$ cat config.mk
export PLATFORM = sky130hd
export DESIGN_NAME = pru_sequencer
export DESIGN_NICKNAME = d
export VERILOG_FILES = /design/src/rtl/pru_pkg.sv /design/src/rtl/pru_sequencer.sv
export SDC_FILE = /design/constraint.sdc
export NUM_CORES = 1
export LEC_CHECK = 0
export ABC_CLOCK_PERIOD_IN_PS = 5770
export BUFFER_PORTS_ARGS = -buffer_cell sky130_fd_sc_hd__buf_4
export CORE_MARGIN = 2
export CORE_UTILIZATION = 56
export DETAILED_ROUTE_END_ITERATION = 10
export GPL_ROUTABILITY_DRIVEN = 0
export GPL_TIMING_DRIVEN = 0
export PLACE_DENSITY = 0.85
export SETUP_SLACK_MARGIN = 0.3
export SLEW_MARGIN = 20
export SYNTH_ARGS = -nofsm -noshare
export SYNTH_HDL_FRONTEND = slang
export SYNTH_SLANG_ARGS = --single-unit
$ cat constraint.sdc
create_clock -name clk -period 5.77 [get_ports clk]
set_clock_uncertainty 0.05 [all_clocks]
set_input_delay 0.2885 -clock clk [delete_from_list [all_inputs] [get_ports clk]]
set_output_delay 0.2885 -clock clk [all_outputs]
set_load 0.005 [all_outputs]
$ cat src/rtl/pru_pkg.sv
// package for the pixel replication upscaler
// register codes, widths and the flag word carried with each output pixel
// no dependencies
package pru_pkg;

  localparam int DEF_MAX_WIDTH = 1024;
  localparam int DEF_MAX_SCALE = 100;

  localparam int PIXEL_W  = 24;
  localparam int SCALE_W  = 7;
  localparam int SWIDTH_W = 11;
  localparam int HEIGHT_W = 16;
  localparam int CFG_IDX_W  = 2;
  localparam int CFG_DATA_W = 16;

  typedef enum logic [CFG_IDX_W-1:0] {
    REG_SCALE         = 2'd0,
    REG_SOURCE_WIDTH  = 2'd1,
    REG_SOURCE_HEIGHT = 2'd2
  } reg_index_t;

  typedef struct packed {
    logic       row_end;
    logic [1:0] pad_bytes;
    logic       image_end;
  } emit_flags_t;

endpackage

$ cat src/rtl/pru_sequencer.sv
// row sequencer: load and emit counters, store write and read requests
// computes the flags of each emitted pixel; uses pru_pkg
module pru_sequencer import pru_pkg::*; #(
  parameter int MAX_WIDTH = DEF_MAX_WIDTH,
  parameter int MAX_SCALE = DEF_MAX_SCALE,
  parameter int ADDR_W = (MAX_WIDTH > 1) ? $clog2(MAX_WIDTH) : 1,
  parameter int LCOL_W = $clog2(MAX_WIDTH + 1),
  parameter int SCNT_W = $clog2(MAX_SCALE + 1)
) (
  input  logic                clk,
  input  logic                rst,
  input  logic                accept,
  input  logic                kind,
  input  logic [PIXEL_W-1:0]  pixel_in,
  input  logic [SCALE_W-1:0]  scale,
  input  logic [SWIDTH_W-1:0] source_width,
  input  logic [HEIGHT_W-1:0] source_height,
  output logic                wr_en,
  output logic [ADDR_W-1:0]   wr_addr,
  output logic [PIXEL_W-1:0]  wr_data,
  output logic                rd_en,
  output logic [ADDR_W-1:0]   rd_addr,
  output emit_flags_t         flags
);

  logic                emitting, emitting_next;
  logic [LCOL_W-1:0]   load_column, load_column_next;
  logic [ADDR_W-1:0]   emit_column, emit_column_next;
  logic [SCNT_W-1:0]   repeat_in_row, repeat_in_row_next;
  logic [SCNT_W-1:0]   row_repeat, row_repeat_next;
  logic [HEIGHT_W-1:0] source_row, source_row_next;

  logic [LCOL_W-1:0]   w_eff;
  logic [SCNT_W-1:0]   s_eff;
  logic [HEIGHT_W-1:0] h_eff;
  logic [LCOL_W-1:0]   load_inc;
  logic [LCOL_W-1:0]   col;
  logic [LCOL_W-1:0]   col_inc;
  logic                last_rep, last_col, last_row_rep, last_src_row;
  logic [3:0]          pad_prod;

  // clamp the registers to their working ranges
  always_comb begin
    if (source_width == '0) begin
      w_eff = LCOL_W'(1);
    end else if (32'(source_width) > 32'(MAX_WIDTH)) begin
      w_eff = LCOL_W'(MAX_WIDTH);
    end else begin
      w_eff = LCOL_W'(source_width);
    end
    if (scale == '0) begin
      s_eff = SCNT_W'(1);
    end else if (32'(scale) > 32'(MAX_SCALE)) begin
      s_eff = SCNT_W'(MAX_SCALE);
    end else begin
      s_eff = SCNT_W'(scale);
    end
    h_eff = (source_height == '0) ? HEIGHT_W'(1) : source_height;
  end

  always_comb begin
    load_inc     = load_column + LCOL_W'(1);
    col          = (LCOL_W'(emit_column) >= w_eff) ? (w_eff - LCOL_W'(1))
                                                   : LCOL_W'(emit_column);
    col_inc      = col + LCOL_W'(1);
    last_rep     = (SCNT_W'(repeat_in_row + SCNT_W'(1)) >= s_eff);
    last_col     = (col_inc >= w_eff);
    last_row_rep = (SCNT_W'(row_repeat + SCNT_W'(1)) >= s_eff);
    last_src_row = ({1'b0, source_row} + 17'd1 >= {1'b0, h_eff});
    // only the low two bits of width and scale matter mod 4
    pad_prod     = w_eff[1:0] * s_eff[1:0];

    emitting_next      = emitting;
    load_column_next   = load_column;
    emit_column_next   = emit_column;
    repeat_in_row_next = repeat_in_row;
    row_repeat_next    = row_repeat;
    source_row_next    = source_row;

    wr_en   = 1'b0;
    wr_addr = ADDR_W'(load_column);
    wr_data = pixel_in;
    rd_en   = 1'b0;
    rd_addr = ADDR_W'(col);
    flags   = '0;

    if (accept && !emitting && !kind) begin
      wr_en = (load_column < w_eff);
      if (load_inc >= w_eff) begin
        load_column_next   = '0;
        emit_column_next   = '0;
        repeat_in_row_next = '0;
        row_repeat_next    = '0;
        emitting_next      = 1'b1;
      end else begin
        load_column_next = load_inc;
      end
    end else if (accept && emitting && kind) begin
      rd_en = 1'b1;
      if (!last_rep) begin
        repeat_in_row_next = repeat_in_row + SCNT_W'(1);
      end else begin
        repeat_in_row_next = '0;
        if (!last_col) begin
          emit_column_next = ADDR_W'(col_inc);
        end else begin
          emit_column_next = '0;
          flags.row_end    = 1'b1;
          flags.pad_bytes  = pad_prod[1:0];
          if (last_row_rep) begin
            row_repeat_next  = '0;
            emitting_next    = 1'b0;
            load_column_next = '0;
            if (last_src_row) begin
              source_row_next = '0;
              flags.image_end = 1'b1;
            end else begin
              source_row_next = source_row + HEIGHT_W'(1);
            end
          end else begin
            row_repeat_next = row_repeat + SCNT_W'(1);
          end
        end
      end
    end
  end

  always_ff @(posedge clk) begin
    if (rst) begin
      emitting      <= 1'b0;
      load_column   <= '0;
      emit_column   <= '0;
      repeat_in_row <= '0;
      row_repeat    <= '0;
      source_row    <= '0;
    end else begin
      emitting      <= emitting_next;
      load_column   <= load_column_next;
      emit_column   <= emit_column_next;
      repeat_in_row <= repeat_in_row_next;
      row_repeat    <= row_repeat_next;
      source_row    <= source_row_next;
    end
  end

endmodule

==> flow_metrics.env, run 1 <==
export IMPL_yosys_warnings=0
export IMPL_synth_compound_area_frac=0.191
export IMPL_diodes=0
export IMPL_synth_top_family_by_area="simple AND/OR/NAND/NOR gates"
export IMPL_route_vias_total=5111
export IMPL_setup_viol=0
export IMPL_synth_edf_count=0
export IMPL_ys_seq_area_frac=0.201
export IMPL_grt_start_max_net_pins=16
export IMPL_io_pins=112
export IMPL_synthAdderAreaFrac=0.190
export IMPL_cp_slowest_cell="nor4_4"
export IMPL_synthCells=638
export IMPL_min_from="row_repeat[6]"
export IMPL_outcome="completed"
export IMPL_cap_violations=0
export IMPL_r2r_cells=22
export IMPL_netlist_area_leader_share=0.201
export IMPL_max_freq_mhz=191
export IMPL_synth_seq_cells=52
export IMPL_crit_fanout=10
export IMPL_yosysTopAreaCell="dfxtp_1"
export IMPL_synthXorXnorAreaFrac=0.0810
export IMPL_cts_max_level=2
export IMPL_crit_arrival_ns=4.90
export IMPL_clk_pin_slew_worst_paths_ns=0.09
export IMPL_netlist_area_sq_um=5190
export IMPL_first_global_vias=4789
export IMPL_drt_initial_drc_count=208
export IMPL_ant_nets=0
export IMPL_min_path_type="flop to flop"
export IMPL_post_drt_via_cell_ratio=6.07
export IMPL_initial_core_util=0.570
export IMPL_cts_root_buffer="clkbuf_8"
export IMPL_finalHoldViolCount=0
export IMPL_portBuffers=84
export IMPL_yosys_cell_count_top_type="ha_1"
export IMPL_yosys_top_cells_count="ha_1 (79), nand2_1 (56), dfxtp_1 (52)"
export IMPL_synth_simple_area_share=0.215
export IMPL_slowest_delay_ns=0.42
export IMPL_crit_chain="buf_4, nor4_4, a41o_4, ha_1, nor2b_1, o21ai_0, a21oi_1, a31oi_1, buf_4, nor2_1, a21oi_1, ha_2, nand4_1, xnor2_1, ha_1, nand3_1, a21boi_0, o2111a_1, o21ai_0, a21oi_2, nand2_1, clkbuf_2, nor2_1, buf_4"
export IMPL_dieHeight_um=100
export IMPL_track_usage=0.254
export IMPL_slew_headroom=0.497
export IMPL_critPathKind="input pin to primary output"
export IMPL_rrSetupSlack_ns=0.89
export IMPL_post_drt_wl_per_cell_um=15.6
export IMPL_dp_hpwl_um=10400
export IMPL_overflow=0
export IMPL_cts_buffers=5
export IMPL_wl_um=13200
export IMPL_crit_path_end_kind="primary output"
export IMPL_period_minus_slack_ns=5.24
export IMPL_syn_avg_cell_area_sq_um=8.13
export IMPL_final_max_slew_viol_count=0
export IMPL_drc=0
export IMPL_worstPathRequired_ns=5.43
export IMPL_antenna_found_initial=0
export IMPL_ir_worst_vdd_v=0.000100
export IMPL_holdWs_ns=0.431
export IMPL_area_growth_pct=17.7
export IMPL_cts_sinks=52
export IMPL_fp_dieW_um=100
export IMPL_async_flop_share=0
export IMPL_core_region_area_sq_um=9110
export IMPL_setup_tns_ns=0
export IMPL_synth_cell_type_count=72
export IMPL_r2r_end="source_row[14]"
export IMPL_die_area_sq_um=10100
export IMPL_clk_latency_ns=0.31
export IMPL_cts_tree="yes"
export IMPL_tightest_slew_ns=0.749
export IMPL_first_pass_iters=5
export IMPL_powerDensity_nw_per_um2=131
export IMPL_p_leak_nw=2.91
export IMPL_grt_setup_unrepaired="no"
export IMPL_worstSetupStartpointType="input pin"
export IMPL_ctsLongestPathBuffers=2
export IMPL_synth_area_leaders="dfxtp_1 (20%), ha_1 (19%), buf_4 (5.2%)"
export IMPL_drive_gt1_frac=0.222
export IMPL_cp_common_cell="buf_4"
export IMPL_regToRegStartpoint="emit_column[0]"
export IMPL_min_path_cells=2
export IMPL_holdPathEnd="row_repeat[6]"
export IMPL_finalCritPeriodShare=0.907
export IMPL_rows=35
export IMPL_synth_nets=779
export IMPL_grt_pass1_wl_um=21200
export IMPL_synth_area_mux_share=0.0323
export IMPL_fin_nets=871
export IMPL_synthFlopType="dfxtp_1"
per-stage QoR:
stage,instance area [sq um],instances,util,power [mW],worst slack (ns)
after global routing,6110,842,0.671,0.831,0.306
after CTS,6070,841,0.666,0.795,0.415
after detailed placement,5960,833,0.654,0.545,-0.159
after global placement,5960,833,0.654,0.537,-0.0250
after floorplan,5190,638,-,0.474,1.01
final,6110,842,0.671,0.798,0.534
critical path, delay by kind of cell:
| kind | cells | cell delay [ns] |
|---|---|---|
| compound gates | 9 | 1.89 |
| simple gates | 7 | 1.03 |
| fa+ha+maj | 3 | 0.77 |
| buf+inv | 4 | 0.72 |
| xor+xnor | 1 | 0.18 |
state kept, by name, summed over array words and instances (netlist names):
name           flops
emit_column       10
row_repeat         7
load_column       11
repeat_in_row      7
emitting           1
source_row        16
cell usage in the layout (no fill, tap or decap), types with 28 or more instances in the layout:
master | synthesis | final
buf_4 | 36 | 121
ha_1 | 79 | 78
nand2_1 | 56 | 56
dfxtp_1 | 52 | 52
a21oi_1 | 45 | 45
nor2_1 | 43 | 43
nand3_1 | 32 | 32
inv_1 | 29 | 29
o21ai_0 | 29 | 28
xnor2_1 | 28 | 28
routing by layer:
metal	GRT usage	vias up	wire, um
li1	-	2494	-
met1	0.302	2352	5190
met2	0.457	227	6700
met3	0.0279	38	852
met4	0.114	0	419
met5	0	-	0
area by class of cell:
cell class / count / area (sq um)
repair buffers: 85 / 638
plain buffers: 51 / 359
multi-input cells: 505 / 3710
inverters: 30 / 113
clock inverters: 2 / 35.0
clock buffers: 6 / 72.6
fillers: 783 / 3000
flip-flops and latches: 52 / 1040
well taps: 111 / 139
kinds of logic (layout without fill, tap and decap cells):
logic type                 after synthesis  in the layout
AOI/OAI and AO/OA                      147            147
xor gates and xnor gates                48             48
adders and majority gates               79             79
buffers and inverters                   81            174
DFF                                     52             52
muxes                                   13             13
and+or+nand+nor                        218            218
repair_timing:
item	CTS	global route
hold buffers	0	0
endpoints found under the setup margin	27	18
gates resized for setup	3	6
endpoints found under the hold margin	0	0
setup buffers	0	1
pin swaps	0	1
worst max path at each step:
stage	startpoint	end	slack [ns]	depth (start not counted)
after floorplan	source_width[3]	source_row[11]	1.01	23
after global placement	source_width[10]	load_column[3]	-0.02	24
after detailed placement	source_width[10]	load_column[3]	-0.16	24
after CTS	source_width[6]	flags[0]	0.41	23
after global routing	source_width[2]	flags[0]	0.31	24
final	source_width[2]	flags[0]	0.53	24
where the power goes:
group / total (mW) / internal (mW) / switching (mW)
clock: 0.256 / 0.129 / 0.127
sequential: 0.361 / 0.360 / 0.00183
combinational: 0.180 / 0.0851 / 0.0947
total: 0.798 / 0.574 / 0.224
Note: power is estimated with default switching activity, not from simulation.
==> inputs of run 2 (changes only) <==
--- a/config.mk
+++ b/config.mk
@@ -7,7 +7,7 @@
 export LEC_CHECK = 0
 export ABC_CLOCK_PERIOD_IN_PS = 5770
 export BUFFER_PORTS_ARGS = -buffer_cell sky130_fd_sc_hd__buf_4
-export CORE_MARGIN = 2
+export CORE_MARGIN = 3
 export CORE_UTILIZATION = 56
 export DETAILED_ROUTE_END_ITERATION = 10
 export GPL_ROUTABILITY_DRIVEN = 0
==> run 2 against run 1 <==
Effect of this change:
- sequential power about the same
- die area increased by 4.0%
- non-clock buffer count increased by 2
- total power decreased by 3.1%
- critical path depth fell by 1
- global-route usage shrank 0.19 points
- clock power is 9.8% lower
- worst setup slack gained 0.13 ns
- critical endpoint unchanged
- largest power group unchanged
==> flow_metrics.env, run 2 (same netlist as run 1, synthesis figures left out) <==
export IMPL_clk_pin_slew_worst_paths_ns=0.09
export IMPL_largest_reg_flops=16
export IMPL_drt_initial_drc_count=265
export IMPL_worstSetupStartpointType="input pin"
export IMPL_dp_cells=830
export IMPL_holdWs_ns=0.419
export IMPL_fin_nets=873
export IMPL_die_area_sq_um=10500
export IMPL_cts_tree="yes"
export IMPL_cts_root_buffer="clkbuf_8"
export IMPL_final_common_cell="buf_4"
export IMPL_max_flop_register="source_row"
export IMPL_power_switching_mw=0.230
export IMPL_final_cell_area_sq_um=6110
export IMPL_drive_gt1_frac=0.225
export IMPL_postCtsHoldBufs=0
export IMPL_clk_latency_ns=0.32
export IMPL_worstPathRequired_ns=5.43
export IMPL_fillers=732
export IMPL_cts_max_level=2
export IMPL_max_freq_mhz=196
export IMPL_ctsLongestPathBuffers=2
export IMPL_grt_start_max_net_pins=17
export IMPL_power_mw=0.773
export IMPL_fin_util=0.690
export IMPL_portBuffers=84
export IMPL_crit_arrival_ns=4.77
export IMPL_pwr_share_seq=0.468
export IMPL_min_path_type="flop to flop"
export IMPL_slew_headroom=0.495
export IMPL_powerDensity_nw_per_um2=126
export IMPL_outcome="completed"
export IMPL_crit_fanout=10
export IMPL_top_regs="source_row x16, load_column x11, emit_column x10"
export IMPL_grt_setup_unrepaired="no"
export IMPL_slowest_delay_ns=0.37
export IMPL_first_global_vias=4836
export IMPL_track_usage=0.252
export IMPL_place_ws_ns=-0.194
export IMPL_place_area_sq_um=5950
export IMPL_stdcell_count=841
export IMPL_fp_dieW_um=102
export IMPL_critPathKind="input pin to primary output"
export IMPL_tightest_slew_ns=0.753
export IMPL_period_minus_slack_ns=5.11
export IMPL_diodes=0
export IMPL_finalHoldViolCount=0
export IMPL_cap_violations=0
export IMPL_cts_buffers=5
export IMPL_post_drt_wl_per_cell_um=16.1
export IMPL_multi_input_area_sq_um=3710
export IMPL_drc=0
export IMPL_wl_um=13600
export IMPL_rows=34
export IMPL_ant_nets=0
export IMPL_setup_ws_ns=0.664
export IMPL_p_leak_nw=2.91
export IMPL_finalCritPeriodShare=0.885
export IMPL_setup_viol=0
export IMPL_cts_sinks=52
export IMPL_cp_slowest_cell="nor4_4"
export IMPL_final_cell_mix="buf_4 (123), ha_1 (78), nand2_1 (56), dfxtp_1 (52), a21oi_1 (45)"
export IMPL_crit_chain="clkbuf_2, nor4_4, a41o_4, ha_1, nor2b_1, o21ai_0, a21oi_1, a31oi_1, buf_4, o21ai_2, ha_2, nand4_1, xnor2_1, ha_1, nand3_1, a21boi_0, o2111a_1, o21ai_1, a21oi_2, nand2_1, clkbuf_2, nor2_1, buf_4"
export IMPL_regArea_sq_um=1040
export IMPL_initial_core_util=0.586
export IMPL_power_frac_clock=0.299
export IMPL_ir_worst_vdd_v=0.000118
export IMPL_antenna_found_initial=0
export IMPL_area_growth_pct=17.7
export IMPL_p_sw_frac=0.298
export IMPL_combPwrFrac=0.233
export IMPL_dieHeight_um=102
export IMPL_dp_hpwl_um=10800
export IMPL_route_vias_total=5096
export IMPL_setup_tns_ns=0
export IMPL_overflow=0
export IMPL_post_drt_via_cell_ratio=6.06
export IMPL_io_pins=112
export IMPL_core_region_area_sq_um=8850
export IMPL_final_max_slew_viol_count=0
export IMPL_first_pass_iters=5
export IMPL_grt_pass1_wl_um=21600
export IMPL_internal_power_mw=0.542
export IMPL_crit_path_end_kind="primary output"
==> run 2: power groups by stage <==
stage	clock network [mW]	logic (mW)	registers, mW
4_1_cts	0.234	0.176	0.361
6_report	0.231	0.180	0.361
3_3_place_gp	0	0.167	0.370
2_1_floorplan	0	0.105	0.369
5_1_grt	0.246	0.199	0.362
3_5_place_dp	0	0.175	0.370
==> run 2: worst paths after layout <==
| path | start | to | slack, ns | cells past startpoint |
|---|---|---|---|---|
| worst max register to register | emit_column[0] | source_row[0] | 1.04 | 22 |
| worst min register to register | row_repeat[6] | row_repeat[6] | 0.42 | 2 |
| worst min-delay path | row_repeat[6] | row_repeat[6] | 0.42 | 2 |
| worst max-delay path | source_width[6] | flags[0] | 0.66 | 23 |
==> run 2: area by class of cell <==
cell class	count	share of cell area
Buffer	51	0.0588
Clock buffer	6	0.0135
Clock inverter	2	0.00246
Inverter	30	0.0184
Multi-Input combinational cell	505	0.607
Sequential cell	52	0.170
Tap cell	108	0.0221
Timing Repair Buffer	87	0.107
==> run 2: layer usage <==
| layer | share of wire | GRT usage |
|---|---|---|
| met4 | 0.023 | 0.0959 |
| met3 | 0.061 | 0.0287 |
| met2 | 0.50 | 0.440 |
| met5 | 0 | 0 |
| met1 | 0.42 | 0.318 |
==> run 2: timing repair <==
| item | in CTS | in global routing |
|---|---|---|
| buffers inserted | 0 | 3 |
| pin swaps | 0 | 2 |
| endpoints found under the setup margin | 27 | 33 |
| resized for setup | 3 | 7 |
==> run 2: critical path, delay by kind of cell <==
kind | cells | cell delay (ns)
adder cells (fa/ha/maj) | 3 | 0.89
AO/OA/AOI/OAI | 9 | 1.69
buffers and inverters | 4 | 0.73
AND/OR/NAND/NOR | 6 | 0.97
XOR/XNOR | 1 | 0.20
==> inputs of run 3 (changes only) <==
--- a/config.mk
+++ b/config.mk
@@ -9,6 +9,7 @@
 export BUFFER_PORTS_ARGS = -buffer_cell sky130_fd_sc_hd__buf_4
 export CORE_MARGIN = 3
 export CORE_UTILIZATION = 56
+export CTS_BUF_LIST = sky130_fd_sc_hd__clkbuf_16
 export DETAILED_ROUTE_END_ITERATION = 10
 export GPL_ROUTABILITY_DRIVEN = 0
 export GPL_TIMING_DRIVEN = 0
==> run 3 against run 2 <==
Effect of this change:
- clock-buffer cell count shrank 1
- critical path type unchanged
- sequential cell count did not move
- via count about the same
- final area grew 0.49%
- worst setup slack worse by 0.0087 ns
- largest cell class unchanged
==> flow_metrics.env, run 3 (same netlist as run 1, synthesis figures left out) <==
export IMPL_setup_tns_ns=0
export IMPL_cts_sinks=52
export IMPL_post_drt_wl_per_cell_um=16.0
export IMPL_die_area_sq_um=10500
export IMPL_pwr_share_seq=0.428
export IMPL_postCtsHoldBufs=0
export IMPL_fin_nets=872
export IMPL_power_switching_mw=0.241
export IMPL_holdWs_ns=0.417
export IMPL_ant_nets=0
export IMPL_first_global_vias=4778
export IMPL_setup_viol=0
export IMPL_powerDensity_nw_per_um2=138
export IMPL_holdPathEnd="row_repeat[6]"
export IMPL_regArea_sq_um=1040
export IMPL_cap_violations=0
export IMPL_final_common_cell="buf_4"
export IMPL_combPwrFrac=0.211
export IMPL_max_flop_register="source_row"
export IMPL_r2r_end="source_row[9]"
export IMPL_diodes=0
export IMPL_multi_input_area_sq_um=3700
export IMPL_path_delay_family="compound AO/OA/AOI/OAI gates"
export IMPL_ctsLongestPathBuffers=2
export IMPL_slowest_delay_ns=0.41
export IMPL_largest_reg_flops=16
export IMPL_final_cell_area_sq_um=6140
export IMPL_rrSetupSlack_ns=1.28
export IMPL_cp_slowest_cell="nor4_4"
export IMPL_crit_arrival_ns=4.78
export IMPL_cp_common_cell="buf_4"
export IMPL_internal_power_mw=0.604
export IMPL_core_region_area_sq_um=8850
export IMPL_crit_chain="buf_4, nor4_4, a41o_2, ha_1, nor2b_1, o21ai_0, a21oi_1, a31oi_1, buf_4, o21ai_2, ha_2, nand4_1, xnor2_1, ha_1, nand3_1, a21boi_0, o2111a_1, o21ai_1, a21oi_2, nand2_1, clkbuf_2, nor2_1, buf_4"
export IMPL_p_leak_nw=2.93
export IMPL_fp_dieW_um=102
export IMPL_fillers=725
export IMPL_min_path_cells=2
export IMPL_r2r_cells=22
export IMPL_drive_gt1_frac=0.224
export IMPL_min_path_type="flop to flop"
export IMPL_grt_start_max_net_pins=17
export IMPL_final_max_slew_viol_count=0
export IMPL_clk_latency_ns=0.30
export IMPL_overflow=0
export IMPL_cts_root_buffer="clkbuf_16"
export IMPL_dieHeight_um=102
export IMPL_worstPathRequired_ns=5.43
export IMPL_finalHoldViolCount=0
export IMPL_crit_path_end_kind="primary output"
export IMPL_cts_buffers=5
export IMPL_min_from="row_repeat[6]"
export IMPL_tightest_slew_ns=0.741
export IMPL_portBuffers=84
export IMPL_grt_pass1_wl_um=21500
export IMPL_route_vias_total=5097
export IMPL_cp_num_buf_inv=4
export IMPL_outcome="completed"
export IMPL_post_drt_via_cell_ratio=6.07
export IMPL_max_freq_mhz=196
export IMPL_io_pins=112
export IMPL_drc=0
export IMPL_slew_headroom=0.503
export IMPL_top_regs="source_row x16, load_column x11, emit_column x10"
export IMPL_final_cell_mix="buf_4 (122), ha_1 (78), nand2_1 (56), dfxtp_1 (52), a21oi_1 (45)"
export IMPL_track_usage=0.252
export IMPL_finalCritPeriodShare=0.886
export IMPL_first_pass_iters=6
export IMPL_dp_hpwl_um=10800
export IMPL_antenna_found_initial=0
export IMPL_rows=34
export IMPL_area_growth_pct=18.3
export IMPL_critPathKind="input pin to primary output"
export IMPL_cts_max_level=2
export IMPL_period_minus_slack_ns=5.11
export IMPL_ir_worst_vdd_v=0.000138
export IMPL_worstSetupStartpointType="input pin"
export IMPL_crit_fanout=10
export IMPL_power_frac_clock=0.361
export IMPL_fin_util=0.694
export IMPL_grt_setup_unrepaired="no"
export IMPL_p_sw_frac=0.285
export IMPL_place_area_sq_um=5950
export IMPL_regToRegStartpoint="emit_column[0]"
export IMPL_cts_tree="yes"
export IMPL_wl_um=13400
export IMPL_clk_pin_slew_worst_paths_ns=0.07
export IMPL_drt_initial_drc_count=270
export IMPL_initial_core_util=0.586
==> run 3: cell types whose count changed in the layout (fill, tap and decap cells not counted), sizes merged <==
cell | previous run | this run
clkinv | 0 | 1
clkbuf | 18 | 17
buf | 125 | 124
==> run 3: worst max path at each step <==
stage,start,to,cells after the start
final,source_width[2],flags[0],23
after global routing,source_width[2],flags[0],23
after CTS,source_width[6],emit_column[4],21
after detailed placement,source_width[10],emit_column[4],22
after global placement,source_width[10],load_column[3],24
after floorplan,source_width[3],source_row[11],23
==> run 3: timing repair <==
item / 4_1_cts / 5_1_grt
pin swaps: 0 / 1
setup buffers: 0 / 2
resized for setup: 3 / 8
endpoints found under the setup margin: 27 / 32
==> run 3: metrics by stage <==
stage | total power, mW | worst slack, ns | std cells
final | 0.845 | 0.655 | 840
after global routing | 0.882 | 0.302 | 840
after CTS | 0.844 | 0.334 | 838
after detailed placement | 0.545 | -0.194 | 830
after global placement | 0.537 | -0.154 | 830
after floorplan | 0.474 | 1.01 | 638
==> run 3: routing by layer <==
metal / up-vias / GRT usage / part of all wire / routed length (um)
li1: 2487 / - / - / -
met1: 2382 / 0.320 / 0.42 / 5670
met2: 207 / 0.435 / 0.50 / 6680
met3: 21 / 0.0362 / 0.062 / 837
met4: 0 / 0.0888 / 0.017 / 234
met5: - / 0 / 0 / 0
==> run 3: worst register-to-register path, stage by stage (launching register included) <==
cell and delay, ns:
dfxtp_1 0.33, inv_1 0.08, ha_1 0.28, nor2b_1 0.04
o21ai_0 0.21, a21oi_1 0.10, a31oi_1 0.23, buf_4 0.23
nor2_1 0.05, a21oi_1 0.18, ha_2 0.28, nand4_1 0.11
xnor2_1 0.30, ha_1 0.32, nand3_1 0.08, a21boi_0 0.08
o2111a_1 0.23, o21ai_1 0.22, a21oi_2 0.12, and2_1 0.23
nor2_1 0.22, clkbuf_2 0.29, a32o_1 0.17
==> run 3: final cells by class <==
type | count | area share
Clock inverter | 3 | 0.00306
Clock buffer | 5 | 0.0204
Multi-Input combinational cell | 505 | 0.603
Buffer | 51 | 0.0587
Tap cell | 108 | 0.0220
Sequential cell | 52 | 0.170
Inverter | 30 | 0.0183
Timing Repair Buffer | 86 | 0.105
==> run 3: power by group through the flow <==
stage	Combinational, mW	Clock (mW)	Sequential (mW)
2_1_floorplan	0.105	0	0.369
3_3_place_gp	0.167	0	0.370
3_5_place_dp	0.175	0	0.370
4_1_cts	0.176	0.307	0.361
5_1_grt	0.198	0.322	0.361
6_report	0.179	0.305	0.361
